--- src/afc_pkg.sv ---
// Package for the assignment feasibility check unit.
// Holds the shared constants, the column label type and the controller/datapath
// command and status structs. It depends on nothing else.
`default_nettype none

package afc_pkg;

   localparam int MAX_N_DEFAULT = 32;
   localparam int COUNT_W       = 6;
   localparam int MASK_W        = 32;
   localparam logic [COUNT_W-1:0] COUNT_MAX = '1;

   typedef enum logic [1:0] {
      KIND_NONE   = 2'd0,
      KIND_UNIQUE = 2'd1,
      KIND_MULTI  = 2'd2
   } kind_type;

   typedef struct packed {
      logic take_row;
      logic start_check;
      logic walk_step;
      logic finish;
   } cmd_type;

   typedef struct packed {
      logic walk_done;
   } status_type;

endpackage

`default_nettype wire

--- src/afc_req_if.sv ---
// Input channel interface of the assignment feasibility check unit.
// Carries one matrix row per transaction; depends on afc_pkg for field widths.
`default_nettype none

interface afc_req_if;
   logic                          valid;
   logic                          ready;
   logic [afc_pkg::COUNT_W-1:0]   row_count;
   logic [afc_pkg::COUNT_W-1:0]   col_count;
   logic [afc_pkg::MASK_W-1:0]    finite_mask;
   logic                          last_row;

   modport source (output valid, output row_count, output col_count,
                   output finite_mask, output last_row, input ready);
   modport sink   (input valid, input row_count, input col_count,
                   input finite_mask, input last_row, output ready);
endinterface

`default_nettype wire

--- src/afc_rsp_if.sv ---
// Result channel interface of the assignment feasibility check unit.
// Carries the solvable verdict of one matrix; depends on nothing else.
`default_nettype none

interface afc_rsp_if;
   logic valid;
   logic ready;
   logic solvable;

   modport source (output valid, output solvable, input ready);
   modport sink   (input valid, input solvable, output ready);
endinterface

`default_nettype wire

--- src/afc_ctrl.sv ---
// Controller state machine of the assignment feasibility check unit.
// Sequences row intake, the final column walk and the result hand-off; uses afc_pkg.
`default_nettype none

module afc_ctrl (
   input  wire logic                clock,
   input  wire logic                reset,
   input  wire logic                req_valid,
   input  wire logic                req_last,
   output logic                     req_ready,
   output logic                     rsp_valid,
   input  wire logic                rsp_ready,
   input  wire afc_pkg::status_type status,
   output afc_pkg::cmd_type         cmd
);

   typedef enum logic [3:0] {
      ST_IDLE  = 4'b0001,
      ST_CHECK = 4'b0010,
      ST_WALK  = 4'b0100,
      ST_EMIT  = 4'b1000
   } state_type;

   state_type state_ff, state_in;
   logic      rsp_valid_ff, rsp_valid_in;

   always_comb begin
      state_in     = state_ff;
      rsp_valid_in = rsp_valid_ff;
      cmd          = '0;
      if (rsp_valid_ff && rsp_ready) begin
         rsp_valid_in = 1'b0;
      end
      unique case (state_ff)
         ST_IDLE: begin
            if (req_valid) begin
               cmd.take_row = 1'b1;
               if (req_last) begin
                  state_in = ST_CHECK;
               end
            end
         end
         ST_CHECK: begin
            cmd.start_check = 1'b1;
            state_in        = ST_WALK;
         end
         ST_WALK: begin
            if (status.walk_done) begin
               state_in = ST_EMIT;
            end else begin
               cmd.walk_step = 1'b1;
            end
         end
         ST_EMIT: begin
            // The result register is free once any earlier verdict has been taken.
            if (!rsp_valid_ff || rsp_ready) begin
               cmd.finish   = 1'b1;
               rsp_valid_in = 1'b1;
               state_in     = ST_IDLE;
            end
         end
         default: begin
            state_in = ST_IDLE;
         end
      endcase
   end

   always_ff @(posedge clock) begin
      if (reset) begin
         state_ff     <= ST_IDLE;
         rsp_valid_ff <= 1'b0;
      end else begin
         state_ff     <= state_in;
         rsp_valid_ff <= rsp_valid_in;
      end
   end

   assign req_ready = (state_ff == ST_IDLE);
   assign rsp_valid = rsp_valid_ff;

endmodule

`default_nettype wire

--- src/afc_dp.sv ---
// Datapath of the assignment feasibility check unit.
// Holds the column labels, row bookkeeping, the column walk and the result register;
// uses afc_pkg and is driven by afc_ctrl.
`default_nettype none

module afc_dp #(
   parameter int MAX_N = afc_pkg::MAX_N_DEFAULT
) (
   input  wire logic                        clock,
   input  wire logic                        reset,
   input  wire afc_pkg::cmd_type            cmd,
   output afc_pkg::status_type              status,
   input  wire logic [afc_pkg::COUNT_W-1:0] row_count,
   input  wire logic [afc_pkg::COUNT_W-1:0] col_count,
   input  wire logic [afc_pkg::MASK_W-1:0]  finite_mask,
   output logic                             solvable
);

   localparam int IW = (MAX_N > 1) ? $clog2(MAX_N) : 1;
   localparam int CW = $clog2(MAX_N + 1);
   localparam int MW = (MAX_N > afc_pkg::MASK_W) ? MAX_N : afc_pkg::MASK_W;
   // Wide enough to compare any count against MAX_N or a column number.
   localparam int XW = ((CW > afc_pkg::COUNT_W) ? CW : afc_pkg::COUNT_W) + 1;

   afc_pkg::kind_type          kind_ff  [MAX_N];
   afc_pkg::kind_type          kind_in  [MAX_N];
   logic [IW-1:0]              owner_ff [MAX_N];
   logic [IW-1:0]              owner_in [MAX_N];
   logic [MAX_N-1:0]           claimed_ff, claimed_in;
   logic [afc_pkg::COUNT_W-1:0] rows_ff, rows_in;
   logic                       empty_ff, empty_in;
   logic                       overrun_ff, overrun_in;
   logic [afc_pkg::COUNT_W-1:0] nrows_ff, nrows_in;
   logic [afc_pkg::COUNT_W-1:0] ncols_ff, ncols_in;
   logic [CW-1:0]              col_ff, col_in;
   logic                       fail_ff, fail_in;
   logic                       solvable_ff, solvable_in;

   logic [MW-1:0]              mask_ext;
   logic [MAX_N-1:0]           hit;
   logic                       row_in_range;
   logic                       precheck_fail;
   afc_pkg::kind_type          walk_kind;
   logic [IW-1:0]              walk_owner;

   assign mask_ext     = MW'(finite_mask);
   assign row_in_range = (XW'(rows_ff) < XW'(MAX_N));

   always_comb begin
      for (int j = 0; j < MAX_N; j++) begin
         hit[j] = mask_ext[j] && (XW'(j) < XW'(col_count));
      end
   end

   assign precheck_fail = (nrows_ff != ncols_ff) || (nrows_ff == '0)
                        || (XW'(nrows_ff) > XW'(MAX_N)) || overrun_ff
                        || (rows_ff != nrows_ff) || empty_ff;

   assign walk_kind  = kind_ff[col_ff[IW-1:0]];
   assign walk_owner = owner_ff[col_ff[IW-1:0]];
   assign status.walk_done = fail_ff || (XW'(col_ff) >= XW'(ncols_ff));

   always_comb begin
      kind_in     = kind_ff;
      owner_in    = owner_ff;
      claimed_in  = claimed_ff;
      rows_in     = rows_ff;
      empty_in    = empty_ff;
      overrun_in  = overrun_ff;
      nrows_in    = nrows_ff;
      ncols_in    = ncols_ff;
      col_in      = col_ff;
      fail_in     = fail_ff;
      solvable_in = solvable_ff;

      if (cmd.take_row) begin
         nrows_in = row_count;
         ncols_in = col_count;
         if (hit == '0) begin
            empty_in = 1'b1;
         end
         if (rows_ff == afc_pkg::COUNT_MAX) begin
            overrun_in = 1'b1;
         end else begin
            rows_in = rows_ff + 1'b1;
         end
         for (int j = 0; j < MAX_N; j++) begin
            if (hit[j] && row_in_range) begin
               if (kind_ff[j] == afc_pkg::KIND_NONE) begin
                  kind_in[j]  = afc_pkg::KIND_UNIQUE;
                  owner_in[j] = rows_ff[IW-1:0];
               end else begin
                  kind_in[j]  = afc_pkg::KIND_MULTI;
               end
            end
         end
      end

      if (cmd.start_check) begin
         fail_in = precheck_fail;
         col_in  = '0;
      end

      if (cmd.walk_step) begin
         col_in = col_ff + 1'b1;
         case (walk_kind)
            afc_pkg::KIND_NONE: begin
               fail_in = 1'b1;
            end
            afc_pkg::KIND_UNIQUE: begin
               if (claimed_ff[walk_owner]) begin
                  fail_in = 1'b1;
               end else begin
                  claimed_in[walk_owner] = 1'b1;
               end
            end
            default: begin
            end
         endcase
      end

      if (cmd.finish) begin
         solvable_in = !fail_ff;
         for (int j = 0; j < MAX_N; j++) begin
            kind_in[j] = afc_pkg::KIND_NONE;
         end
         claimed_in = '0;
         rows_in    = '0;
         empty_in   = 1'b0;
         overrun_in = 1'b0;
      end
   end

   always_ff @(posedge clock) begin
      if (reset) begin
         for (int j = 0; j < MAX_N; j++) begin
            kind_ff[j] <= afc_pkg::KIND_NONE;
         end
         claimed_ff <= '0;
         rows_ff    <= '0;
         empty_ff   <= 1'b0;
         overrun_ff <= 1'b0;
         fail_ff    <= 1'b0;
         col_ff     <= '0;
      end else begin
         kind_ff    <= kind_in;
         claimed_ff <= claimed_in;
         rows_ff    <= rows_in;
         empty_ff   <= empty_in;
         overrun_ff <= overrun_in;
         fail_ff    <= fail_in;
         col_ff     <= col_in;
      end
   end

   always_ff @(posedge clock) begin
      owner_ff    <= owner_in;
      nrows_ff    <= nrows_in;
      ncols_ff    <= ncols_in;
      solvable_ff <= solvable_in;
   end

   assign solvable = solvable_ff;

endmodule

`default_nettype wire

--- src/assignment_feasibility_check_unit.sv ---
// Assignment feasibility check unit: screens a square cost matrix, delivered one
// row per transaction as a bitmask of its finite entries, before an assignment solver
// runs, and gives one solvable verdict per matrix on the transaction marked last_row.
// An ordinary row is taken and the block is ready for the next row in the following
// cycle, since all column labels are updated in parallel. For the last row, the steps
// before its verdict is registered are: taking the row, the count checks, the walk
// through the column labels, one label per cycle (which stops early at the first
// failure), a state in which the controller sees that the walk has ended, and the
// loading of the result register with the clearing of all state for the next
// matrix. A verdict waiting in the result register does not stop the rows of the next
// matrix from being taken, but that matrix's own verdict cannot be loaded until the
// earlier one has been taken, and no rows are accepted while it waits.
// Depends on afc_pkg, afc_req_if, afc_rsp_if, afc_ctrl and afc_dp.
`default_nettype none

module assignment_feasibility_check_unit #(
   parameter int MAX_N = afc_pkg::MAX_N_DEFAULT
) (
   input  wire logic  clock,
   input  wire logic  reset,
   afc_req_if.sink    req,
   afc_rsp_if.source  rsp
);

   afc_pkg::cmd_type    cmd;
   afc_pkg::status_type status;

   // The controller owns the handshakes; the datapath only sees commands.
   afc_ctrl u_ctrl (
      .clock     (clock),
      .reset     (reset),
      .req_valid (req.valid),
      .req_last  (req.last_row),
      .req_ready (req.ready),
      .rsp_valid (rsp.valid),
      .rsp_ready (rsp.ready),
      .status    (status),
      .cmd       (cmd)
   );

   afc_dp #(
      .MAX_N (MAX_N)
   ) u_dp (
      .clock       (clock),
      .reset       (reset),
      .cmd         (cmd),
      .status      (status),
      .row_count   (req.row_count),
      .col_count   (req.col_count),
      .finite_mask (req.finite_mask),
      .solvable    (rsp.solvable)
   );

endmodule

`default_nettype wire

--- src/flat_wrapper.sv ---
// flat-port wrapper written by rule: the top's interface ports become plain ports
module assignment_feasibility_check_unit_flat 
#(
   parameter int MAX_N = afc_pkg::MAX_N_DEFAULT
)
  (clock, reset, req_valid, req_row_count, req_col_count, req_finite_mask, req_last_row, req_ready, rsp_valid, rsp_solvable, rsp_ready);
  afc_req_if req_i ();
  afc_rsp_if rsp_i ();
  input  wire logic clock;
  input  wire logic reset;
  input wire logic [$bits(req_i.valid)-1:0] req_valid;
  input wire logic [$bits(req_i.row_count)-1:0] req_row_count;
  input wire logic [$bits(req_i.col_count)-1:0] req_col_count;
  input wire logic [$bits(req_i.finite_mask)-1:0] req_finite_mask;
  input wire logic [$bits(req_i.last_row)-1:0] req_last_row;
  output wire logic [$bits(req_i.ready)-1:0] req_ready;
  output wire logic [$bits(rsp_i.valid)-1:0] rsp_valid;
  output wire logic [$bits(rsp_i.solvable)-1:0] rsp_solvable;
  input wire logic [$bits(rsp_i.ready)-1:0] rsp_ready;
  assign req_i.valid = req_valid;
  assign req_i.row_count = req_row_count;
  assign req_i.col_count = req_col_count;
  assign req_i.finite_mask = req_finite_mask;
  assign req_i.last_row = req_last_row;
  assign req_ready = req_i.ready;
  assign rsp_valid = rsp_i.valid;
  assign rsp_solvable = rsp_i.solvable;
  assign rsp_i.ready = rsp_ready;
  assignment_feasibility_check_unit #(.MAX_N(MAX_N)) u_core (.clock(clock), .reset(reset), .req(req_i), .rsp(rsp_i));
endmodule
--- config.mk ---
export PLATFORM = sky130hd
export DESIGN_NAME = assignment_feasibility_check_unit_flat
export DESIGN_NICKNAME = d
export VERILOG_FILES = /design/src/afc_pkg.sv /design/src/afc_req_if.sv /design/src/afc_rsp_if.sv /design/src/afc_ctrl.sv /design/src/afc_dp.sv /design/src/assignment_feasibility_check_unit.sv /design/src/flat_wrapper.sv
export SDC_FILE = /design/constraint.sdc
export NUM_CORES = 1
export LEC_CHECK = 0
export ABC_AREA = 1
export CELL_PAD_IN_SITES_DETAIL_PLACEMENT = 0
export CELL_PAD_IN_SITES_GLOBAL_PLACEMENT = 1
export CORE_MARGIN = 3
export CORE_UTILIZATION = 30
export CTS_CLUSTER_SIZE = 12
export DETAILED_ROUTE_END_ITERATION = 6
export DONT_BUFFER_PORTS = 1
export GPL_TIMING_DRIVEN = 0
export HOLD_SLACK_MARGIN = 0.05
export PLACE_DENSITY = 0.6
export REMOVE_ABC_BUFFERS = 1
export SKIP_LAST_GASP = 1
export SLEW_MARGIN = 10
export SYNTH_ARGS = -nofsm -noshare
export SYNTH_HDL_FRONTEND = slang
export SYNTH_SLANG_ARGS = --single-unit
export TNS_END_PERCENT = 100
--- constraint.sdc ---
create_clock -name clock -period 5.1 [get_ports clock]
set_input_delay 0.255 -clock clock [delete_from_list [all_inputs] [get_ports clock]]
set_output_delay 0.255 -clock clock [all_outputs]
set_load 0.005 [all_outputs]
# Word level (Yosys, flattened, before mapping)

Cells that the tools add are included.

Bits in registers: 289
Input port bits: 49
Output and inout port bits: 3
Word-level logic and storage cells: 375

$add $sub $neg: 2
$lt $le $gt $ge: 38
Equal/unequal tests: 12
Multiplexer cells: 63
Bitwise operators: 4
Reduce and logical (&&, ||, !) cells: 181

Operators by type and width:

| operator                                                                     | number |
|---|---|
| 3-bit AND reduction                                                          | 33 |
| 5-bit by 6-bit less-than comparator with 1-bit output (first input constant) | 16 |
| 2-bit AND reduction                                                          | 35 |
| 2-bit 2-to-1 mux                                                             | 34 |
| 1-bit logical AND                                                            | 66 |
| 2-bit logical NOT                                                            | 33 |
| 4-bit by 6-bit less-than comparator with 1-bit output (first input constant) | 8 |
| 32-bit logical NOT                                                           | 1 |
| 32-bit OR                                                                    | 1 |
| 5-bit binary-select mux with 5-bit select                                    | 1 |
| 3-bit by 6-bit less-than comparator with 1-bit output (first input constant) | 4 |
| 4-bit 2-to-1 mux                                                             | 4 |
| 4-bit case mux with 4 select lines                                           | 1 |
| 1-bit 2-to-1 mux                                                             | 15 |
| 6-bit by 1-bit adder with 6-bit output (second input constant)               | 2 |
| 1-bit by 6-bit less-than comparator with 1-bit output (first input constant) | 2 |
| 2-bit by 6-bit less-than comparator with 1-bit output (first input constant) | 2 |
| 6-bit 2-to-1 mux                                                             | 2 |
| 6-bit inequality test                                                        | 2 |
| 2-bit binary-select mux with 5-bit select                                    | 1 |
| 5-bit 2-to-1 mux                                                             | 2 |
| 1-bit logical OR                                                             | 7 |
| 6-bit == test (second input constant)                                        | 1 |
| 6-bit greater-or-equal comparator                                            | 1 |
| other kinds (22)                                                             | 26 |

# Longest topological paths before layout

Depth after elaboration: 10
Depth in mapped cells: 22
Depth with buffers taken out: 19

# Hierarchy

Synthesis repeated with hierarchy kept, for this count alone.

Cell total of the unflattened synthesis: 1574
Area total of the unflattened synthesis: 13611.8 um^2

Modules (own cells, without submodules):

| module   | instances | cells an instance | area each (um^2) | seq. area each (um^2) |
|---|---|---|---|---|
| afc_dp   | 1         | 1530              | 13331.5          | 7417.1 |
| afc_ctrl | 1         | 44                | 280.3            | 100.1 |

# Least setup slack after synthesis

No wires, ideal clock.

Path kind: register to register
From: register u_core.u_ctrl.state_ff[2]
To: register u_core.u_dp.owner_ff[55] in the netlist's numbering, enable pin
Library setup time: 0.388 ns
Data arrival time: 2.461 ns
Required time: 4.712 ns
Path slack: 2.251 ns
Cell stages (with the launch flop): 11
Path buffers: 1
Period minus slack after synthesis: 2.849 ns
Cell sequence: dfxtp_1 -> nor2_1 -> inv_1 -> nor3_2 -> inv_1 -> nor2_2 -> inv_1 -> nor2_1 -> inv_2 -> buf_2 -> nor4_1

RTL lines:

| element                  | RTL line       | RTL |
|---|---|---|
| start: declaration       | afc_ctrl.sv:24 | `state_type state_ff, state_in;` |
| start signal: assignment | afc_ctrl.sv:73 | `state_ff <= state_in;` |
| end signal: assignment   | afc_dp.sv:157  | `owner_ff <= owner_in;` |
| end: declaration         | afc_dp.sv:27   | `logic [IW-1:0] owner_ff [MAX_N];` |

# Worst setup path after layout

From: register u_core.u_dp.col_ff[0]
To: register u_core.u_dp.fail_ff

Cells in the longest elaborated chain, start to end: 9
Elaborated cells on any way between the ends: 18
Those cells by class: order compare: 1; eq/ne: 1; mux: 13; bitwise: 1; reduce/logical: 2

Ends and longest elaborated chain:

| element                                                | RTL line                   | RTL |
|---|---|---|
| start: declaration                                     | afc_dp.sv:35               | `logic [CW-1:0] col_ff, col_in;` |
| start signal: assignment                               | afc_dp.sv:152              | `col_ff <= col_in;` |
| 5-bit inverter with 6-bit output (not written as such) | afc_dp.sv:59, afc_dp.sv:60 |  |
| 5-bit binary-select mux with 5-bit select              | afc_dp.sv:60               | `assign walk_owner = owner_ff[col_ff[IW-1:0]];` |
| 5-bit 2-to-1 mux (not written as such) (2 in a row)    | afc_dp.sv:60               |  |
| 1-bit binary-select mux with 5-bit select              | afc_dp.sv:111              | `if (claimed_ff[walk_owner]) begin` |
| 1-bit 2-to-1 mux (not written as such)                 | afc_dp.sv:111              |  |
| 1-bit 2-to-1 mux                                       | afc_dp.sv:111              |  |
| 1-bit case mux with 2 select lines                     | afc_dp.sv:106              | `case (walk_kind)` |
| 1-bit 2-to-1 mux (*)                                   | afc_dp.sv:104              | `if (cmd.walk_step) begin` |
| end signal: assignment                                 | afc_dp.sv:151              | `fail_ff <= fail_in;` |
| end: declaration                                       | afc_dp.sv:36               | `logic fail_ff, fail_in;` |

Mark *: on every way between the ends. The rest lies on a longest branch, timed or not. The select of a mux whose other input is x is not followed.
A chain may end at the register's enable or synchronous reset.

==> qor.txt <==
outcome - completed
Post-synth EDFFs - 173
via count - 10600
fmax - 228 MHz
Most used DFF post-synth - edfxtp_1
CP endpoint kind - register
# rows - 77
Int Pwr - 0.00447 W
mean routed wirelength per cell - 17.6 um
CP Capture Point - u_core.u_dp.fail_ff$_SDFF_PP0_
total power density per cell area - 416 mW/mm^2
post_cts resized - 0
CTS H-tree depth - 1
IO Pins - 52
routability cong. - 0.800
vias in the first global route - 10200
type of origin of the critical path - register
number of max-cap violations - 0
Max-slew headroom - 16.3%
CP Launch Point - u_core.u_dp.col_ff[0]$_SDFFE_PP0P_
fin crit share - 86.0%
FF+latch count, synth - 289
Seq/Total Area, Yosys - 55.8%
Starting Density - 30.4%
TritonRoute pass-1 iters - 5
Util after Layout - 34.6%
I/O Buffers - 0
CP required - 5600 ps
GR Overflow Total - 0
yosys warns - 0
CTS tree - built
FFs w/ async S/R, synth - 0%
initial antenna violation count - 3
Post-Syn Area per Cell - 8.70 um^2
vias per cell - 4.88
Pleak - 5.76 nW
Synth Instances - 1548
power share of the combinational group - 16.6%
die width - 218 um
total track usage - 16.0%
Final Hold Viols - 0
Worst-Margin Slew - 1250 ps
synth unique cells - 47
skew final - 22.1 ps
DRT antenna net count - 0
largest net degree at the start of global routing - 108
r2r startpoint - u_core.u_dp.col_ff[0]$_SDFFE_PP0P_
worst min-delay path class - input pin to register
Psw - 0.00191 W
unrepaired setup endpoints after global routing - no
clk_lat worst skew - 590 ps
clk slew on worst S/H paths - 60 ps
CTS buffer count - 31
Crit Path Max Fanout - 107
final WL - 38.1 mm
die area - 0.0475 mm^2
Clock Sinks - 289
fin. max-slew vios - 0
first-pass GRT wire length - 59.3 mm
reg2reg setup slack - 710 ps
Clk pwr share - 35.0%
layout overhead on the synthesized area - 13.8%
Seq pwr share - 48.4%
switching share of power - 30.0%
HPWL after detailed placement - 24.1 mm
cells on worst reg2reg path - 20
Worst EP arrival - 4890 ps
Crit Reg-Reg Endpoint - u_core.u_dp.fail_ff$_SDFF_PP0_
clk root buf - clkbuf_16
maximum vdd drop - 245 uV
CORE AREA - 0.0443 mm^2
drt drc - 0
Layout Nets - 1608
post-synthesis cell area - 0.0135 mm^2
proportion of layout cells with a drive suffix above 1 - 5.96%
DR iter-0 viols - 759
Sequential Area - 0.00753 mm^2
Multi-input gate area - 0.00485 mm^2
critical path class - register to register
Max clock buf depth - 3
Fill cells - 4654
Setup Viol. Count Final - 0
die height - 218 um
post-layout total power - 0.00638 W
Tmin final - 4390 ps
## layer usage
metal | GRT usage, % | wire length, um
met3 | 2.74 | 2040
met2 | 26.5 | 17700
met1 | 21.8 | 17600
met5 | 0 | 14
met4 | 4.15 | 710
## Yosys cell counts (3+ instances only)
library cell  instances  area [um^2]
a21oi_1             110          551
buf_1                 6         22.5
buf_2                27          135
buf_4                11         82.6
buf_6                18          203
clkbuf_1             13         48.8
dfxtp_1             116         2320
edfxtp_1            173         5190
ha_1                  8          100
inv_1               164          616
inv_2                 6         22.5
nand2_1             315         1180
nand3_1             162          811
nand4_1              41          257
nor2_1              198          743
nor3_1               44          220
nor3_2                4         40.0
nor4_1                8         50.1
o211ai_1             11         82.6
o21a_1                5         37.5
o21ai_0              44          220
o21ai_1               9         45.0
o21ai_2               4         35.0
o221ai_1             14          123
or2_1                 6         37.5
or2_2                 3         18.8
## flip-flops by register name, summed over array words and instances, names as in the netlist
signal	flops
u_core.u_dp.ncols_ff	6
u_core.u_dp.fail_ff	1
u_core.u_dp.claimed_ff	32
u_core.u_dp.overrun_ff	1
u_core.u_dp.col_ff	6
u_core.u_dp.empty_ff	1
u_core.u_ctrl.rsp_valid	1
u_core.u_dp.nrows_ff	6
u_core.u_ctrl.state_ff	4
u_core.u_dp.rows_ff	6
u_core.u_dp.solvable	1
u_core.u_dp.owner_ff	160
u_core.u_dp.kind_ff	64
## cells in the final DEF, fill, tap and decap left out, types with 41 or more instances in the layout
cell type and count:
nand2_1 315, inv_1 164, nand3_1 162, o21ai_0 44
edfxtp_1 173, nor3_1 44, nand4_1 41, a21oi_1 110
dfxtp_1 108, nor2_1 198
## stage by stage
step	setup TNS (ps)	std cells	cell area [um^2]	setup slack, ps	hold WS (ps)
after floorplan	0	1473	13000	118	324
after global placement	-295240	2065	13700	-4000	327
after detailed placement	0	2071	13900	664	319
after CTS	0	2167	15300	641	65.0
after global routing	0	2170	15300	283	112
final	0	2170	15300	714	95.5
## how the worst min path moves through the flow
| stage | from | endpoint | cells after the start |
|---|---|---|---|
| 6_report | req_col_count[1] | u_core.u_dp.empty_ff$_SDFFE_PP0P_ | 5 |
| 3_5_place_dp | reset | u_core.u_dp.col_ff[1]$_SDFFE_PP0P_ | 1 |
| 5_1_grt | req_finite_mask[25] | u_core.u_dp.kind_ff[13]$_SDFFE_PP0P_ | 6 |
| 3_3_place_gp | reset | u_core.u_dp.col_ff[1]$_SDFFE_PP0P_ | 1 |
| 2_1_floorplan | reset | u_core.u_dp.col_ff[1]$_SDFFE_PP0P_ | 1 |
| 4_1_cts | req_col_count[1] | u_core.u_dp.empty_ff$_SDFFE_PP0P_ | 5 |
## area by class of cell
cell class,instances,area share [%]
antenna,2,0.0327
clock buffer,49,6.03
clock inverter,9,0.547
inverter,171,4.21
multi-input combinational,1013,31.7
sequential,289,49.2
tap,592,4.83
timing repair buffer,45,3.54
## critical path, cell delays in order (launching register included)
cell and delay (ps):
dfxtp_4 520, buf_16 300, inv_4 890, nand2_1 110, nand3_1 120, nand3_1 120, nand2_1 120, nand2_1 140
nand3_4 360, nand2_4 250, nand2_1 110, nand2_1 50, nand2_1 60, nand2_1 70, nand2_1 60, nand2_1 50
nor2_1 180, nand2_4 250, nand2_1 130, nand2_1 110, a21oi_1 150
## repair_timing
action                    CTS  global route
hold endpoints to repair   72             0
setup buffers               0             0
hold buffers               38             0
## logic make-up after synthesis
family          Yosys count  synth area share, %
compound gates          208                 8.87
xor+xnor                  4                0.260
fa+ha+maj                 8                0.743
buf+inv                 246                 8.44
flops                   289                 55.8
simple gates            793                 25.9
## power by group through the flow
stage | clock [W] | sequential, W | combinational (W)
finish | 0.00223 | 0.00309 | 0.00106
global route | 0.00239 | 0.00313 | 0.00121
global placement | 0 | 0.00314 | 0.000998
detailed placement | 0 | 0.00314 | 0.00103
CTS | 0.00230 | 0.00309 | 0.00107
floorplan | 0 | 0.00305 | 0.000730
(Power assumes the default switching activity.)
